===== config.mk =====
export PLATFORM = sky130hd
export DESIGN_NAME = bipp_cfg
export DESIGN_NICKNAME = d
export VERILOG_FILES = /design/src/hw/rtl/bipp_pkg.sv /design/src/hw/rtl/bipp_cfg.sv
export SDC_FILE = /design/constraint.sdc
export NUM_CORES = 1
export LEC_CHECK = 0
export BUFFER_PORTS_ARGS = -buffer_cell sky130_fd_sc_hd__buf_2
export CAP_MARGIN = 20
export CORE_ASPECT_RATIO = 0.7
export CORE_UTILIZATION = 44
export CTS_BUF_LIST = sky130_fd_sc_hd__clkbuf_2
export DETAILED_ROUTE_END_ITERATION = 7
export PLACE_DENSITY = 0.77
export SLEW_MARGIN = 40
export SYNTH_ARGS = -nofsm -noshare
export SYNTH_HDL_FRONTEND = slang
export SYNTH_SLANG_ARGS = --single-unit
export TNS_END_PERCENT = 20

===== constraint.sdc =====
create_clock -name clk -period 1.7 [get_ports clk]
set_input_delay 0.425 -clock clk [delete_from_list [all_inputs] [get_ports clk]]
set_output_delay 0.425 -clock clk [all_outputs]
set_load 0.02 [all_outputs]

===== src/hw/rtl/bipp_pkg.sv =====
`default_nettype none
package bipp_pkg;

  localparam int WORD_BITS = 32;
  localparam int COUNT_W   = 11;
  localparam logic [COUNT_W-1:0] COUNT_MAX = 11'h7FF;

  localparam logic [2:0] REG_IMAGE_WIDTH  = 3'd0;
  localparam logic [2:0] REG_IMAGE_HEIGHT = 3'd1;
  localparam logic [2:0] REG_ROW_FIRST    = 3'd2;
  localparam logic [2:0] REG_ROW_LAST     = 3'd3;
  localparam logic [2:0] REG_COL_FIRST    = 3'd4;
  localparam logic [2:0] REG_COL_LAST     = 3'd5;

  localparam logic CMD_PIXEL = 1'b0;
  localparam logic CMD_READ  = 1'b1;

  localparam logic KIND_ROW    = 1'b0;
  localparam logic KIND_COLUMN = 1'b1;

  typedef struct packed {
    logic [10:0] image_width;
    logic [10:0] image_height;
    logic [9:0]  row_first;
    logic [9:0]  row_last;
    logic [9:0]  col_first;
    logic [9:0]  col_last;
  } cfg_t;

  typedef struct packed {
    logic               result_kind;
    logic [9:0]         line_index;
    logic [COUNT_W-1:0] black_count;
    logic               frame_end;
    logic               window_bad;
  } out_item_t;

  typedef struct packed {
    logic                 is_read;
    logic                 has_result;
    logic [4:0]           lane;
    logic                 col_ok;
    logic                 row0;
    logic                 in_rows;
    logic [WORD_BITS-1:0] black;
    logic [WORD_BITS-1:0] lanes_ok;
    out_item_t            item;
  } req_t;

endpackage
`default_nettype wire


===== src/hw/rtl/bipp_cfg.sv =====
`default_nettype none
module bipp_cfg (
  input  wire logic            clk,
  input  wire logic            rst_n,
  input  wire logic            psel,
  input  wire logic            penable,
  input  wire logic            pwrite,
  input  wire logic [4:0]      paddr,
  input  wire logic [31:0]     pwdata,
  output logic      [31:0]     prdata,
  output logic                 pready,
  output bipp_pkg::cfg_t       cfg
);

  bipp_pkg::cfg_t cfg_r;
  logic [2:0]     idx;
  logic           wr_en;

  assign idx    = paddr[4:2];
  assign wr_en  = psel && penable && pwrite;
  assign pready = 1'b1;
  assign cfg    = cfg_r;

  always_ff @(posedge clk) begin
    if (!rst_n) begin
      cfg_r.image_width  <= 11'd1024;
      cfg_r.image_height <= 11'd1024;
      cfg_r.row_first    <= 10'd0;
      cfg_r.row_last     <= 10'd1023;
      cfg_r.col_first    <= 10'd0;
      cfg_r.col_last     <= 10'd1023;
    end else if (wr_en) begin
      case (idx)
        bipp_pkg::REG_IMAGE_WIDTH:  cfg_r.image_width  <= pwdata[10:0];
        bipp_pkg::REG_IMAGE_HEIGHT: cfg_r.image_height <= pwdata[10:0];
        bipp_pkg::REG_ROW_FIRST:    cfg_r.row_first    <= pwdata[9:0];
        bipp_pkg::REG_ROW_LAST:     cfg_r.row_last     <= pwdata[9:0];
        bipp_pkg::REG_COL_FIRST:    cfg_r.col_first    <= pwdata[9:0];
        bipp_pkg::REG_COL_LAST:     cfg_r.col_last     <= pwdata[9:0];
        default: ;
      endcase
    end
  end

  always_comb begin
    case (idx)
      bipp_pkg::REG_IMAGE_WIDTH:  prdata = {21'd0, cfg_r.image_width};
      bipp_pkg::REG_IMAGE_HEIGHT: prdata = {21'd0, cfg_r.image_height};
      bipp_pkg::REG_ROW_FIRST:    prdata = {22'd0, cfg_r.row_first};
      bipp_pkg::REG_ROW_LAST:     prdata = {22'd0, cfg_r.row_last};
      bipp_pkg::REG_COL_FIRST:    prdata = {22'd0, cfg_r.col_first};
      bipp_pkg::REG_COL_LAST:     prdata = {22'd0, cfg_r.col_last};
      default:                    prdata = 32'd0;
    endcase
  end

endmodule
`default_nettype wire


* Word level (Yosys, flattened, before mapping)
Cells that the tools add are included.
Operators by class: eq/ne operators 5, multiplexer cells 1, reduce and logical (&&, ||, !) cells 9
Operators by type and width (number):
- one-hot mux 11 bit (6 select lines) | 1
- AND reduction 2 bit | 6
- equality test 3 x 2 -> 1 bit (second input constant) | 2
- equality test 3 bit (second input constant) | 2
- equality test 3 x 1 -> 1 bit (second input constant) | 1
- logical NOT 3 bit | 1
- logical AND 1 bit | 2
Storage, ports and cells: flip-flop bits (word level) 62, input port bits 42, output and inout port bits 95, word-level logic and storage cells 21

* Logic depth before layout (Yosys ltp)
Gate-level depths: netlist of the first run.
depth after elaboration 3, depth in mapped cells 5

* Least setup slack after synthesis of the first run
No wires, ideal clock.
path type input to output, start point in paddr[4], end point out prdata[1], data arrival time 1454 ps, slack -179 ps, cell stages on the path 5, buffers on the path 2, path through buf_2 nor2b_1 buf_2 a22oi_1 a21oi_1
Between the ends: word-level cells in the longest chain between the ends 2
RTL lines:
- from (decl) | line bipp_cfg.sv:8 | input wire logic [4:0] paddr,
- equality test 3 bit (tied with other cells) | line bipp_cfg.sv:46 | case (idx)
- one-hot mux 11 bit (6 select lines) (*) | line bipp_cfg.sv:46
- to (decl) | line bipp_cfg.sv:10 | output logic [31:0] prdata,
Mark *: on every way between the ends. The rest lies on a longest branch, timed or not.

* Final worst setup path of the first run
start point reg cfg_r (netlist bit cfg[56]), end point out prdata[5]
Between the ends: word-level cells in the longest chain between the ends 1
RTL lines:
- from (decl) | line bipp_cfg.sv:15 | bipp_pkg::cfg_t cfg_r;
- one-hot mux 11 bit (6 select lines) | line bipp_cfg.sv:46
No other way between the ends.

==> results of run 1 <==
where the power goes:
group | switching, uW | internal (uW)
clock | 577 | 490
combinational | 267 | 158
sequential | 11.2 | 1470
total | 855 | 2120
cell usage in the layout, fill, tap and decap left out, types with 3 or more instances in the layout:
master and n:
buf_2 86, mux2i_1 52, nand2_1 50, dfxtp_1 40, buf_4 36, conb_1 22, dfxtp_2 22, o21ai_0 20
mux2_2 14, inv_1 10, o311ai_0 10, o211ai_1 10, clkbuf_2 10, a22oi_1 8, a21oi_2 5, or3_1 4
a221oi_2 3, nor2b_1 3, buf_12 3
through the flow:
step	setup slack, ps	area, um^2	cells
after floorplan	-63.88	3149	343
after global placement	-415.2	3707	511
after detailed placement	-457.1	3707	511
after global routing	-474.2	3978	529
final	-361.8	3978	529
after CTS	-373.7	3950	529
worst max-delay path, cell delays in order (launching register included):
cell      delay [ps]
dfxtp_2          370
mux2_2           290
a221oi_4         240
a21oi_2           50
buf_2            160
final cells by class:
| cell class | count | area [um^2] | share of cell area (%) |
|---|---|---|---|
| flip-flops and latches | 62 | 1269 | 31.90 |
| multi-input cells | 222 | 1634 | 41.08 |
| clock buffers | 10 | 50.05 | 1.258 |
| inverters | 11 | 41.29 | 1.038 |
| repair buffers | 127 | 783.3 | 19.69 |
| clock inverters | 6 | 86.33 | 2.170 |
| well taps | 91 | 113.9 | 2.863 |
how the worst min path moves through the flow:
| stage | startpoint | end | slack [ps] | depth (start not counted) |
|---|---|---|---|---|
| 2_1_floorplan | cfg[31] | cfg[31] | 540 | 2 |
| 3_3_place_gp | cfg[13] | cfg[13] | 460 | 2 |
| 4_1_cts | pwdata[10] | cfg[61] | 170 | 3 |
| 6_report | pwdata[10] | cfg[61] | 180 | 3 |
| 5_1_grt | pwdata[5] | cfg[5] | 140 | 3 |
| 3_5_place_dp | cfg[13] | cfg[13] | 460 | 2 |
metal layers:
layer | routed length, um | global-route usage, % | up-vias
met5 | 0 | 0 | -
met4 | 74 | 7.568 | 0
met3 | 667 | 6.829 | 8
met2 | 3569 | 34.54 | 119
met1 | 3971 | 33.68 | 1344
li1 | - | - | 1328
kinds of logic after synthesis:
| group | synth area share (%) |
|---|---|
| AO/OA/AOI/OAI | 14.34 |
| multiplexers | 22.34 |
| buffers and inverters | 10.76 |
| AND/OR/NAND/NOR | 11.42 |
| other | 0.2474 |
| flip-flops | 40.89 |
what timing repair did:
action                                  4_1_cts  5_1_grt
endpoints found under the setup margin       11       11
gates resized for setup                      32        5
setup buffers                                 2        0
==> out/qor.yml, run 1 <==
die_area_mm2: 0.007240
synth_cells: 323
cts_tree: "yes"
clock_skew_ps: 0
hold_violations: 0
grt_pass1_vias: 2525
globalplace.congestion: 0.8201
ys_dominant_reg_cell: "dfxtp_1"
startpoint: "cfg[56]"
clock_sinks: 62
grt_overflow_total: 0
setup_tns_ps: -2887
nets: 475
setup_ws_ps: -361.8
worst_setup_path_start_kind: "flip-flop"
path_clk_slew_ps: 200
r2r-start: "cfg[26]"
pin_count: 137
yosys_register_bits: 62
clock-root-buffer: "clkbuf_2"
p_per_area_mw_per_mm2: 747.1
synth.most_common_cell: "dfxtp_1"
syn_to_final_growth_pct: 31.04
cts-htree-levels: 3
p_leak_uw: 0.001845
wl_per_cell_um: 15.66
report.final.setup_viol: 11
r2r_slack_ps: 870
status: "finished with violations"
fmax_mhz: 485.0
rsz0062_at_grt: "yes"
grt_pass1_wl_um: 12880
totalWireLength_um: 8282
slew_violations: 0
rows: 24
maxCapViolCount: 0
ys_seq_area_share_pct: 40.89
clock_path_buffers: 2
diodes: 0
clock_latency_ps: 510
grt_max_degree: 74
post-route-period-util_pct: 121.3
critPathCaptureType: "output pin"
first_iter_violations: 90
dr.pass1.iters: 4
core-area_mm2: 0.006426
numCtsBuffers: 9
ant_nets: 0
async_flop_share_pct: 0
hold_class: "input pin to flip-flop"
yosys_warnings: 0
crit_type: "flip-flop to output pin"
start_util_pct: 47.24
synth_edf_count: 0
grtUsageTotal_pct: 23.69
vias: 2799
syn_avg_cell_area_um2: 9.398
critPathCapture: "prdata[5]"
synthTopCellsByCount: "dfxtp_1, mux2i_1, nand2_1"
hold_buffers: 0
required_ps: 1270
whs_ps: 178.1
netlist_top_cells_area: "dfxtp_1, mux2i_1, nand2_1"
antenna_found_initial: 0
num-fill-cells: 553
timing.rr.end: "cfg[26]"
finalPower_uw: 2971
final_layout_size_suffix_gt1_share_pct: 44.98
drc: 0
synth_cell_types: 31
post-route-util_pct: 61.90
vias_per_cell: 5.291
period_needed_ps: 2062
die_w_um: 101.3
peakVddDrop_uv: 374.7
port_buffers: 91
largest_register_ffs: 62
reg2reg_depth: 3
fp.dieH_um: 71.49
synth_top_area_share_pct: 40.89
crit_path_max_fanout: 3
synth_area_leader_cell: "dfxtp_1"
critPathArrivalTime_ps: 1640
place_hpwl_um: 5894
synth_area_mm2: 0.003035
violations: "setup timing"
Note: power is estimated with default switching activity, not from simulation.
==> inputs of run 2 (changes only) <==
--- a/config.mk
+++ b/config.mk
@@ -7,11 +7,11 @@
 export LEC_CHECK = 0
 export BUFFER_PORTS_ARGS = -buffer_cell sky130_fd_sc_hd__buf_2
 export CAP_MARGIN = 20
-export CORE_ASPECT_RATIO = 0.7
-export CORE_UTILIZATION = 44
+export CORE_ASPECT_RATIO = 1.75
+export CORE_UTILIZATION = 49
 export CTS_BUF_LIST = sky130_fd_sc_hd__clkbuf_2
 export DETAILED_ROUTE_END_ITERATION = 7
-export PLACE_DENSITY = 0.77
+export PLACE_DENSITY = 0.81
 export SLEW_MARGIN = 40
 export SYNTH_ARGS = -nofsm -noshare
 export SYNTH_HDL_FRONTEND = slang
==> constraint.sdc (replaced) <==
create_clock -name clk -period 2 [get_ports clk]
set_input_delay 0.5 -clock clk [delete_from_list [all_inputs] [get_ports clk]]
set_output_delay 0.5 -clock clk [all_outputs]
set_load 0.02 [all_outputs]
==> run 2 against run 1 <==
Effect of this change: sequential cell count unchanged; the run still ends with setup timing left; non-clock buffer count down 8; first-iteration DRC count up 33%; wire length up 1.9%; largest cell class unchanged; cell count down 3.8%; clock power down 30%; register-to-register slack better by 360 ps; hold slack better by 95 ps; global-route usage up 3.6 points.
==> out/qor.yml, run 2 (synthesis results as in run 1) <==
finalPower_uw: 2359
crit_path_max_fanout: 10
pin_count: 137
grt_pass1_vias: 2701
grt_max_degree: 61
port_buffers: 91
num-fill-cells: 497
post-route-period-util_pct: 108.4
first_iter_violations: 120
fmax_mhz: 461.1
critPathBufInv: 3
hold_class: "input pin to flip-flop"
grt_overflow_total: 0
final_layout_size_suffix_gt1_share_pct: 42.79
slew_violations: 0
fp.dieH_um: 106.1
antenna_found_initial: 1
numCtsBuffers: 9
mostFrequentLayoutCell: "buf_2"
grtUsageTotal_pct: 27.33
final_cell_mix: "buf_2, mux2i_1, nand2_1"
cts-htree-levels: 3
p_leak_uw: 0.001807
clock_path_buffers: 2
crit_type: "input pin to output pin"
grt_pass1_wl_um: 13030
critPathCaptureType: "output pin"
globalplace.congestion: 0.8404
slowest_delay_ps: 390
rsz0062_at_grt: "yes"
peakVddDrop_uv: 423.2
p_per_area_mw_per_mm2: 606.0
drc: 0
clock_skew_ps: 0
cts_tree: "yes"
rows: 37
worstPathCellList: "buf_2 > clkinv_1 > a22oi_1 > a21oi_2 > buf_4"
clock-root-buffer: "clkbuf_2"
whs_ps: 272.8
path_clk_slew_ps: 150
maxCapViolCount: 0
cp_slowest_cell: "a22oi_1"
violations: "setup timing"
worst_setup_path_start_kind: "input pin"
hold_violations: 0
post-route-util_pct: 65.69
dr.pass1.iters: 5
ff_latch_area_mm2: 0.001264
report.final.setup_viol: 10
core-area_mm2: 0.005926
clock_latency_ps: 500
die_area_mm2: 0.006526
place_hpwl_um: 5959
start_util_pct: 51.22
wl_per_cell_um: 16.58
nets: 467
syn_to_final_growth_pct: 28.24
status: "finished with violations"
required_ps: 1500
critPathTopFamily: "buffers and inverters"
largest_register_ffs: 62
vias: 2804
setup_tns_ps: -764.2
period_needed_ps: 2169
critPathArrivalTime_ps: 1670
die_w_um: 61.50
totalWireLength_um: 8438
vias_per_cell: 5.509
hold_buffers: 0
clock_sinks: 62
multiInputGateArea_mm2: 0.001627
ant_nets: 0
setup_ws_ps: -168.5
==> run 2: changes by cell type in the layout (fill, tap and decap cells not counted), moves of 2 or more <==
cell	before	now
mux2_4	0	2
dfxtp_2	22	18
buf_4	36	28
buf_2	86	83
o221ai_1	2	0
clkinv_2	2	4
dfxtp_1	40	44
a21oi_2	5	2
o221ai_2	1	3
a21oi_1	0	3
mux2_2	14	12
==> run 2: layer usage <==
| metal | up-vias | GRT usage [%] | routed length, um |
|---|---|---|---|
| li1 | 1310 | - | - |
| met1 | 1345 | 31.43 | 3192 |
| met2 | 126 | 42.93 | 4577 |
| met3 | 23 | 5.474 | 428 |
| met4 | 0 | 19.68 | 240 |
| met5 | - | 0 | 0 |
==> run 2: final cells by class <==
cell class                 count  area share, %
antenna                        1        0.06429
clock buffer                   9          1.157
clock inverter                 7          1.671
inverter                      11          1.061
multi-input combinational    222          41.79
sequential                    62          32.47
tap                           78          2.507
timing repair buffer         119          19.29
==> run 2: per-stage QoR <==
| step | instances | area, um^2 | worst slack (ps) |
|---|---|---|---|
| 4_1_cts | 505 | 3811 | -146.9 |
| 5_1_grt | 509 | 3892 | -234.0 |
| 3_5_place_dp | 487 | 3605 | -325.5 |
| 2_1_floorplan | 343 | 3114 | -29.40 |
| 6_report | 509 | 3892 | -168.5 |
| 3_3_place_gp | 487 | 3605 | -287.3 |
==> run 2: power breakdown <==
group | leakage (uW) | switching (uW) | total (uW) | internal, uW
Combinational | 0.00123 | 225 | 354 | 129
Clock | 0.0000675 | 469 | 747 | 279
Sequential | 0.000508 | 9.48 | 1260 | 1250
Total | 0.00181 | 703 | 2360 | 1660
==> run 2: worst paths after layout <==
path         slack, ps        end  startpoint  depth (start not counted)
max               -170  prdata[8]    paddr[4]                          5
min                270    cfg[50]  pwdata[10]                          3
max reg2reg       1230     cfg[6]      cfg[6]                          3
min reg2reg        470    cfg[31]     cfg[31]                          2
==> run 2: worst reg2reg max path, cell delays in order (launching register included) <==
cell      delay, ps
dfxtp_2         360
buf_4           130
o21ai_0          70
o211ai_1        110
==> run 2: timing repair <==
item,CTS,global route
setup buffers,2,3
pin swaps,0,2
endpoints found under the setup margin,10,10
gates resized for setup,32,14
